## src/design/mbet_pkg.sv

```systemverilog
// mbet_pkg: shared types and constants for the escape-time block
// controller state, command and status structs; no dependencies
`default_nettype none

package mbet_pkg;

  localparam int COORD_W = 32;
  localparam int COUNT_W = 10;

  localparam logic [COUNT_W-1:0] MAX_ITER_RESET = 10'd511;

  typedef enum logic [1:0] {
    ST_IDLE,
    ST_MUL,
    ST_CHK,
    ST_HOLD
  } mbet_state_t;

  // controller to datapath
  typedef struct packed {
    logic load;      // capture c, start z = c, clear count
    logic mul_en;    // register x*x, y*y, x*y
    logic step;      // z = z^2 + c, count + 1
    logic out_load;  // copy count into the result register
  } mbet_cmd_t;

  // datapath to controller
  typedef struct packed {
    logic escape;    // |z|^2 >= 4 from registered products
    logic at_limit;  // count has reached max_iterations
  } mbet_status_t;

endpackage

`default_nettype wire

```

## src/design/mbet_ctrl.sv

```systemverilog
// mbet_ctrl: controller state machine for the escape-time block
// depends on mbet_pkg; drives mbet_datapath through command struct
`default_nettype none

module mbet_ctrl (
  input  wire                   clk,
  input  wire                   rst,
  input  wire                   in_valid,
  output logic                  in_ready,
  output logic                  out_valid,
  input  wire                   out_ready,
  input  mbet_pkg::mbet_status_t status,
  output mbet_pkg::mbet_cmd_t   cmd
);
  import mbet_pkg::*;

  mbet_state_t state;
  mbet_state_t state_next;
  logic        out_free;
  logic        finish;
  logic        out_valid_next;

  assign out_free = !out_valid || out_ready;

  // iteration ends on the limit before a multiply, or on escape after it
  always_comb begin
    finish = 1'b0;
    unique case (state)
      ST_MUL:  finish = status.at_limit;
      ST_CHK:  finish = status.escape;
      default: finish = 1'b0;
    endcase
  end

  always_comb begin
    state_next = state;
    unique case (state)
      ST_IDLE: begin
        if (in_valid) state_next = ST_MUL;
      end
      ST_MUL: begin
        if (!finish) state_next = ST_CHK;
        else if (out_free) state_next = ST_IDLE;
        else state_next = ST_HOLD;
      end
      ST_CHK: begin
        if (!finish) state_next = ST_MUL;
        else if (out_free) state_next = ST_IDLE;
        else state_next = ST_HOLD;
      end
      ST_HOLD: begin
        if (out_free) state_next = ST_IDLE;
      end
      default: state_next = ST_IDLE;
    endcase
  end

  always_comb begin
    in_ready     = 1'b0;
    cmd          = '0;
    unique case (state)
      ST_IDLE: begin
        in_ready = 1'b1;
        cmd.load = in_valid;
      end
      ST_MUL: begin
        cmd.mul_en   = !finish;
        cmd.out_load = finish && out_free;
      end
      ST_CHK: begin
        cmd.step     = !finish;
        cmd.out_load = finish && out_free;
      end
      ST_HOLD: begin
        cmd.out_load = out_free;
      end
      default: begin
        in_ready = 1'b0;
      end
    endcase
  end

  always_comb begin
    if (cmd.out_load) out_valid_next = 1'b1;
    else if (out_ready) out_valid_next = 1'b0;
    else out_valid_next = out_valid;
  end

  always_ff @(posedge clk) begin
    if (rst) begin
      state     <= ST_IDLE;
      out_valid <= 1'b0;
    end else begin
      state     <= state_next;
      out_valid <= out_valid_next;
    end
  end

endmodule

`default_nettype wire

```

## config.mk

```make
export PLATFORM = sky130hd
export DESIGN_NAME = mbet_ctrl
export DESIGN_NICKNAME = d
export VERILOG_FILES = /design/src/design/mbet_pkg.sv /design/src/design/mbet_ctrl.sv
export SDC_FILE = /design/constraint.sdc
export NUM_CORES = 1
export LEC_CHECK = 0
export BUFFER_PORTS_ARGS = -buffer_cell sky130_fd_sc_hd__buf_2
export CORE_AREA = 10 10 47 49
export CTS_BUF_LIST = sky130_fd_sc_hd__clkbuf_8 sky130_fd_sc_hd__clkbuf_16
export CTS_CLUSTER_DIAMETER = 50
export DETAILED_ROUTE_END_ITERATION = 7
export DIE_AREA = 0 0 57 59
export PLACE_DENSITY = 0.51
export RECOVER_POWER = 50
export SYNTH_ARGS = -nofsm -noshare
export SYNTH_HDL_FRONTEND = slang
export SYNTH_SLANG_ARGS = --single-unit
```

## constraint.sdc

```tcl
create_clock -name clk -period 1.5 [get_ports clk]
set_input_delay 0.15 -clock clk [delete_from_list [all_inputs] [get_ports clk]]
set_output_delay 0.15 -clock clk [all_outputs]
set_load 0.01 [all_outputs]
```

* Word level (Yosys, flattened, before mapping)
Cells that the tools add are included.
** Word-level totals
- Register bits :: 3
- Bits in latches :: 0
- Memory bits (writable) :: 0
- Bits in read-only memories :: 0
- Bits of input ports :: 6
- Logic and storage cells :: 29
- Memories :: 0
** Operators by class
- Add/sub/neg operators :: 0
- $mul :: 0
- Div/mod/pow operators :: 0
- $lt $le $gt $ge :: 0
- Eq/ne operators :: 5
- Shift operators :: 0
- Muxes and demuxes :: 14
- Bitwise gates (word level) :: 0
- Reduce and logical (&&, ||, !) cells :: 8
** Operator list (number)
- 2-to-1 mux 2 bit :: 5
- case mux 2 bit (4 select lines) :: 1
- 2-to-1 mux 1 bit :: 6
- == test 2 bit (second input constant) :: 2
- inequality test 2 bit (second input constant) :: 2
- case mux 1 bit (2 select lines) :: 2
- == test 2 x 1 -> 1 bit (second input constant) :: 1
- logical NOT 1 bit :: 2
- logical NOT 2 bit :: 1
- AND reduction 2 bit :: 1
- nonzero test 2 bit :: 1
- OR reduction 2 bit :: 1
- logical AND 1 bit :: 1
- logical OR 1 bit :: 1

* Logic depth before layout (Yosys ltp)
Gate-level depths: netlist of run 1.
- Depth after elaboration :: 5
- Gate-level depth with buffers :: 6
- Mapped depth without buffers :: 5

* Least setup slack after synthesis of run 1
No wires, ideal clock.
- Path kind :: register -> register
- Start point :: register state[0]
- End point :: register state[0]
- Setup time :: 0.122 ns
- Arrival time :: 1.235 ns
- Data required time :: 1.378 ns
- Slack :: 0.144 ns
- Stages on the path, launching flop included :: 6
- Buffers on the path :: 0
- Cell sequence :: dfxtp_1 > inv_1 > ha_1 > a31oi_1 > a31oi_1 > o311a_1
** Between the ends
- Word-level cells in the longest chain between the ends :: 4
- Elaborated cells on any way between the ends :: 11
- Classes of those cells :: 5 x eq/ne; 4 x mux; 2 x reduce/logical
** RTL lines
- start, declared :: line mbet_ctrl.sv:17 : mbet_state_t state;
- start signal, assigned :: line mbet_ctrl.sv:94 : state <= state_next;
- == test 2 bit or == test 2 x 1 -> 1 bit (tied branches) :: line mbet_ctrl.sv:28, mbet_ctrl.sv:37
- case mux 1 bit (2 select lines) :: line mbet_ctrl.sv:28 : unique case (state)
- 2-to-1 mux 2 bit (on tied branches) :: line mbet_ctrl.sv:47, mbet_ctrl.sv:42
- case mux 2 bit (4 select lines) :: line mbet_ctrl.sv:37 : unique case (state)
Several ways; a longest one is shown, not always the timed one.
A chain may end at the register's enable or synchronous reset.

==> impl_results.md, run 1 <==
* Status: finished, violations left
* Failing checks: negative setup slack
* Worst reg2reg path depth at 7
* Power, Total at 578.9 uW
* Area Overhead vs Synth at 82.30%
* Vias in the first global route at 349
* VDD IR max at 0.0004472 V
* Synth Flop Type: dfxtp_1
* Static Leakage at 0.2334 nW
* Starting density of the core at 0.2018
* CTS tree: built
* WP data arrival at 1.36 ns
* Part of the power in registers at 0.185
* Startpoint Class: register
* RR Startpoint: state[1]
* Fin. Hold Viols at 0
* Critical path origin: state[1]
* Reg-to-reg slack, setup at 0.07 ns
* Fin util at 0.3679
* Share of layout cells above drive strength 1 at 0.5849
* Synth cell types at 22
* Critical path depth at 6
* GR Util met2 at 0.09147
* Largest fanout on the critical path at 4
* TritonCTS Buffers at 3
* Rows at 14
* Fin area at 515.5 um2
* Delay-heaviest family, CP: flip-flops
* Die height at 59 um
* Unrepaired setup endpoints after global routing: true
* Most common cell after layout, fill and taps aside: buf_2
* Ys async rst share at 0
* Die Area at 3363 um2
* Clk root buf: clkbuf_8
* Fin crit share at 1.005
* Core area at 1401 um2
* Syn_nets at 44
* Max_slew headroom at 0.8285
* Post-DP Area at 357.8 um2
* Worst Clk Skew at 0.001902 ns
* ANT nets after route at 0
* CTS H-Tree Depth at 1
* Int Pwr at 398.6 uW
* Initial antenna violation count at 0
* CTS clk-pin slew, worst paths at 0.03 ns
* CP bufs+invs at 2
* Vias per cell at 4.652
* DRC viols at 0
* Sw Ratio at 0.3115
* Clock network fraction of design power at 0.391
* Net Sw Power at 180.3 uW
* Slack of the critical path at -0.007577 ns
* Clock tree sinks at 3
* Largest net degree at the start of global routing at 8
* Fin. max-slew vios at 0
* Finish-stage setup viols at 3
* Antenna Cells at 0
* Worst-margin pin slew at 0.2561 ns
* CP peak stage delay at 0.37 ns
* First-pass GRT wire length at 1352 um
* Layout Nets at 64
* Area of the mapped netlist at 282.8 um2
* Final Wtd Congestion at 0.6802
* #FFs+latches synth at 3
* Grt met1 use at 0.04379
* Met3 GRT Util at 0.02575
* WHS at 0.1603 ns
* Avg Inst Size Synth at 8.317 um2
* Largest buffer count on any clock path at 2
* Iteration-0 DRC Markers at 6
* Total iterations of the first detailed-routing run at 4
* CP cell instances: inv_4, ha_4, a22o_4, nand2_4, and2_4, buf_6
* Ys Warns at 0
* Number of I/O port buffers at 11
* Critical Path RT at 1.35 ns
* Die Width at 57 um
* Pwr dens at 1123 nW/um2
* MaxCap Viol Count at 0
* Slowest CP cell: dfxtp_4
* GR peak layer: met2
* Count of flip-flops with a built-in enable after synthesis at 0
* Routed wire per std cell at 12.75 um
* Critical R2R Capture: state[0]
* Combinational share of power at 0.425
* CP Class: reg -> out
* Most frequent cells in the layout: 8 x buf_2, 5 x buf_4, 3 x a31oi_1, 3 x ha_4, 3 x clkbuf_8
* I/O pins at 12
* Sequential-to-total area share from yosys stat at 0.2124
* Gr ovfl total at 0
* Worst setup path endpoint: cmd[2]
* Clock Latency Late Sink at 0.21 ns
* Clock period minus worst slack at 1.508 ns
* Fillers at 156
* Worst setup EP type: output pin
* Via Count at 321
* Gr usage total at 0.05136
* Routed WL at 880 um
* Mapped Cells at 34
* HP Class: in -> reg
* Max Clk Rate at 0.6633 GHz
==> power groups by stage <==
stage | combinational, mW | sequential [mW] | clock, mW
3_5_place_dp | 0.157 | 0.0978 | 0
2_1_floorplan | 0.108 | 0.0967 | 0
6_report | 0.246 | 0.107 | 0.226
5_1_grt | 0.268 | 0.109 | 0.237
3_3_place_gp | 0.158 | 0.0966 | 0
4_1_cts | 0.223 | 0.105 | 0.233
==> how the worst min path moves through the flow <==
stage / start / endpoint / slack, ns / cells after the start
after floorplan: rst / out_valid / 0.23 / 1
after global placement: rst / out_valid / 0.36 / 2
after detailed placement: rst / out_valid / 0.36 / 2
after CTS: rst / out_valid / 0.14 / 2
after global routing: rst / out_valid / 0.16 / 2
final: rst / out_valid / 0.16 / 2
==> worst reg2reg max path, delay by kind of cell (launching register included) <==
| family | cells | cell delay (ns) |
|---|---|---|
| compound gates | 3 | 0.48 |
| flops | 1 | 0.37 |
| fa+ha+maj | 1 | 0.15 |
| buf+inv | 3 | 0.30 |
==> cells in the mapped netlist, types with 2 or more instances <==
| cell type | count | area, um2 |
|---|---|---|
| nor2_1 | 2 | 7.510 |
| nand2_1 | 2 | 7.510 |
| dfxtp_1 | 3 | 60.06 |
| a31oi_1 | 3 | 18.77 |
| inv_1 | 3 | 11.26 |
| ha_1 | 4 | 50.05 |
| and2_1 | 2 | 12.51 |
==> flip-flops by register name, indices dropped and copies added (netlist names) <==
name and cells:
out_valid 1, state 2
==> per-stage QoR <==
step / setup WS, ns / TNS, ns / instances
3_5_place_dp: 0.01689 / 0 / 61
4_1_cts: -0.02070 / -0.02557 / 67
2_1_floorplan: 0.1438 / 0 / 34
6_report: -0.007577 / -0.01113 / 69
3_3_place_gp: 0.05166 / 0 / 61
5_1_grt: -0.04333 / -0.1366 / 69
==> layer usage <==
metal	share of wire	wire [um]
met5	0	0
met4	0	0
met3	0.055	48
met2	0.58	507
met1	0.37	324
==> cell type report <==
cell class,count,area [um2],share of cell area
multi-input combinational,27,262.8,0.5097
timing repair buffer,16,103.9,0.2015
sequential,3,67.56,0.1311
clock buffer,3,41.29,0.08010
tap,16,20.02,0.03883
inverter,3,16.27,0.03155
clock inverter,1,3.754,0.007282
==> cell families (layout without fill, tap and decap cells) <==
| kind of cell | after synthesis | in the layout | synth area share |
|---|---|---|---|
| flip-flops | 3 | 3 | 0.2124 |
| AND/OR/NAND/NOR | 14 | 14 | 0.2832 |
| buffers and inverters | 4 | 23 | 0.06638 |
| AO/OA/AOI/OAI | 9 | 9 | 0.2611 |
| adder cells (fa/ha/maj) | 4 | 4 | 0.1770 |
==> timing repair <==
item                                    CTS  global route
setup buffers                             2             2
endpoints found under the setup margin    3             4
pin swaps                                 6             4
hold buffers                              0             0
gates resized for setup                  17             4
Power figures use the tool's default switching activity.
==> inputs of run 2 (changes only) <==
--- a/config.mk
+++ b/config.mk
@@ -5,13 +5,14 @@
 export SDC_FILE = /design/constraint.sdc
 export NUM_CORES = 1
 export LEC_CHECK = 0
+export ABC_AREA = 1
 export BUFFER_PORTS_ARGS = -buffer_cell sky130_fd_sc_hd__buf_2
 export CORE_AREA = 10 10 47 49
 export CTS_BUF_LIST = sky130_fd_sc_hd__clkbuf_8 sky130_fd_sc_hd__clkbuf_16
 export CTS_CLUSTER_DIAMETER = 50
 export DETAILED_ROUTE_END_ITERATION = 7
 export DIE_AREA = 0 0 57 59
-export PLACE_DENSITY = 0.51
+export PLACE_DENSITY = 0.52
 export RECOVER_POWER = 50
 export SYNTH_ARGS = -nofsm -noshare
 export SYNTH_HDL_FRONTEND = slang
==> run 2 against run 1 <==
  * The flow still finishes with violations (negative setup slack)
  * Setup slack worse by 0.013 ns
  * Wire length is 11% lower
  * Largest power group is now clock
  * Synthesized area is 5.8% higher
  * Highest routed layer is now met4
==> impl_results.md, run 2 <==
* Worst-margin pin slew at 0.1359 ns
* Main combinational cell family by area after synthesis: simple AND/OR/NAND/NOR gates
* Number of I/O port buffers at 11
* Worst Clk Skew at 0.003968 ns
* First-pass GRT wire length at 1290 um
* Gr usage total at 0.04902
* Startpoint Class: register
* Layout Nets at 73
* Largest buffer count on any clock path at 2
* Finish-stage setup viols at 3
* Gr ovfl total at 0
* Iteration-0 DRC Markers at 3
* Most frequent cells in the layout: 10 x buf_2, 9 x inv_1, 9 x nand2_1
* TNS Setup at -0.04100 ns
* Mux cell area share after synthesis at 0
* Die Area at 3363 um2
* Max_slew headroom at 0.9094
* Total iterations of the first detailed-routing run at 2
* Final Wtd Congestion at 0.7003
* Die Width at 57 um
* CTS tree: built
* DRC viols at 0
* WP data arrival at 1.37 ns
* Fin util at 0.3554
* Synth cell types at 14
* Fin. Hold Viols at 0
* Clk root buf: clkbuf_8
* HP Class: in -> reg
* Max Clk Rate at 0.6576 GHz
* Largest fanout on the critical path at 3
* MaxCap Viol Count at 0
* Starting density of the core at 0.2134
* Ys async rst share at 0
* Sequential-to-total area share from yosys stat at 0.2008
* Routed wire per std cell at 10.03 um
* Post-DP Area at 374.1 um2
* Hold_buf cts at 0
* Largest registers: state (2), out_valid (1)
* Initial antenna violation count at 0
* TritonCTS Buffers at 3
* Delay-heaviest family, CP: flip-flops
* Most common cell after layout, fill and taps aside: buf_2
* Final non-filler cell total at 78
* Static Leakage at 0.2470 nW
* Fin crit share at 1.014
* Area Overhead vs Synth at 66.53%
* Critical Path RT at 1.35 ns
* Post-synthesis simple-gate area fraction at 0.3096
* Hpwl dp at 591.2 um
* Die height at 59 um
* Clock period minus worst slack at 1.521 ns
* Synth top area share at 0.2008
* XOR/XNOR Fraction of Synth Area at 0
* Post-Synth Adder-Cell Area at 0.1674
* Failing checks: negative setup slack
* Clock tree sinks at 3
* Area of the mapped netlist at 299.0 um2
* #FFs+latches synth at 3
* Share of layout cells above drive strength 1 at 0.5484
* Synth top area cells: dfxtp_1 20%, ha_1 17%, inv_1 13%, nand2_1 13%, a21oi_2 5.9%
* Largest net degree at the start of global routing at 4
* CP Class: reg -> out
* Unrepaired setup endpoints after global routing: true
* Synth Flop Type: dfxtp_1
* Antenna Cells at 0
* Ys Warns at 0
* Rows at 14
* VDD IR max at 0.0003268 V
* Synth area leader: dfxtp_1
* Clock Latency Late Sink at 0.21 ns
* CP bufs+invs at 2
* Via Count at 309
* Mapped Cells at 44
* CP peak stage delay at 0.37 ns
* Vias per cell at 3.962
* Count of flip-flops with a built-in enable after synthesis at 0
* Syn_nets at 54
* Routed WL at 782 um
* Worst setup EP type: output pin
* CTS clk-pin slew, worst paths at 0.03 ns
* I/O pins at 12
* ANT nets after route at 0
* Synth Area in Compound Gates at 0.1715
* Pwr dens at 1032 nW/um2
* List of most frequent post-synthesis cells: 10 x inv_1, 10 x nand2_1, 4 x ha_1
* Slowest CP cell: dfxtp_4
* Status: finished, violations left
* Largest register FFs at 2
* Fin area at 498.0 um2
* Slack of the critical path at -0.02060 ns
* Avg Inst Size Synth at 6.796 um2
* Core area at 1401 um2
* Vias in the first global route at 301
* CP cell instances: inv_4, ha_4, a21boi_4, o21ai_2, nor2_1, buf_2
* CTS H-Tree Depth at 1
* Placed insts at 71
* Fin. max-slew vios at 0
* Reg with most FFs: state
## run 2: cell count changes in the layout (fill, tap and decap cells not counted), moves of 2 or more
cell	delta
buf_6	-2
inv_1	+7
nand2_2	+3
a31oi_1	-3
buf_2	+2
nand3_1	+2
nand2_1	+8
and2_4	-2
o21ai_2	+2
## run 2: cells by family after synthesis
group	after synthesis
flip-flops	3
AND/OR/NAND/NOR	20
AO/OA/AOI/OAI	6
buffers and inverters	11
adder cells (fa/ha/maj)	4
## run 2: power breakdown
part | leakage, nW | switching [mW] | total [mW] | internal (mW)
registers | 0.0259 | 0.00949 | 0.0995 | 0.0900
logic | 0.194 | 0.0994 | 0.191 | 0.0917
clock network | 0.0269 | 0.0493 | 0.223 | 0.174
total | 0.247 | 0.158 | 0.514 | 0.355
## run 2: timing repair
| item | CTS | global route |
|---|---|---|
| buffers inserted | 3 | 0 |
| setup endpoints to repair | 3 | 3 |
| resized for setup | 14 | 0 |
| pin swaps | 4 | 0 |
## run 2: final cells by class
class | count | area (um2)
sequential | 3 | 67.56
tap | 16 | 20.02
inverter | 10 | 40.04
multi-input combinational | 30 | 241.5
timing repair buffer | 15 | 83.83
clock buffer | 3 | 41.29
fill | 155 | 903.4
clock inverter | 1 | 3.754
## run 2: metrics by stage
stage	hold slack, ns	setup WS (ns)	power (mW)
after global routing	0.1329	-0.1101	0.5562
after CTS	0.1252	-0.03737	0.5193
after detailed placement	0.3554	0.06833	0.2447
after floorplan	0.2124	0.1376	0.1954
after global placement	0.3565	0.08932	0.2447
final	0.1277	-0.02060	0.5137
## run 2: layer usage
metal	vias to the layer above	routed length [um]	track usage
met5	-	0	0
met1	126	353	0.05162
li1	167	-	-
met3	2	85	0.04077
met4	0	13	0.02013
met2	14	330	0.06977
## run 2: path summary, 6_finish.rpt
path | startpoint | end | slack [ns] | depth (start not counted)
setup / recovery | state[1] | cmd[0] | -0.02 | 6
hold reg to reg | out_valid | out_valid | 0.59 | 4
setup reg to reg | state[1] | state[1] | 0.32 | 7
hold / removal | rst | state[1] | 0.13 | 2
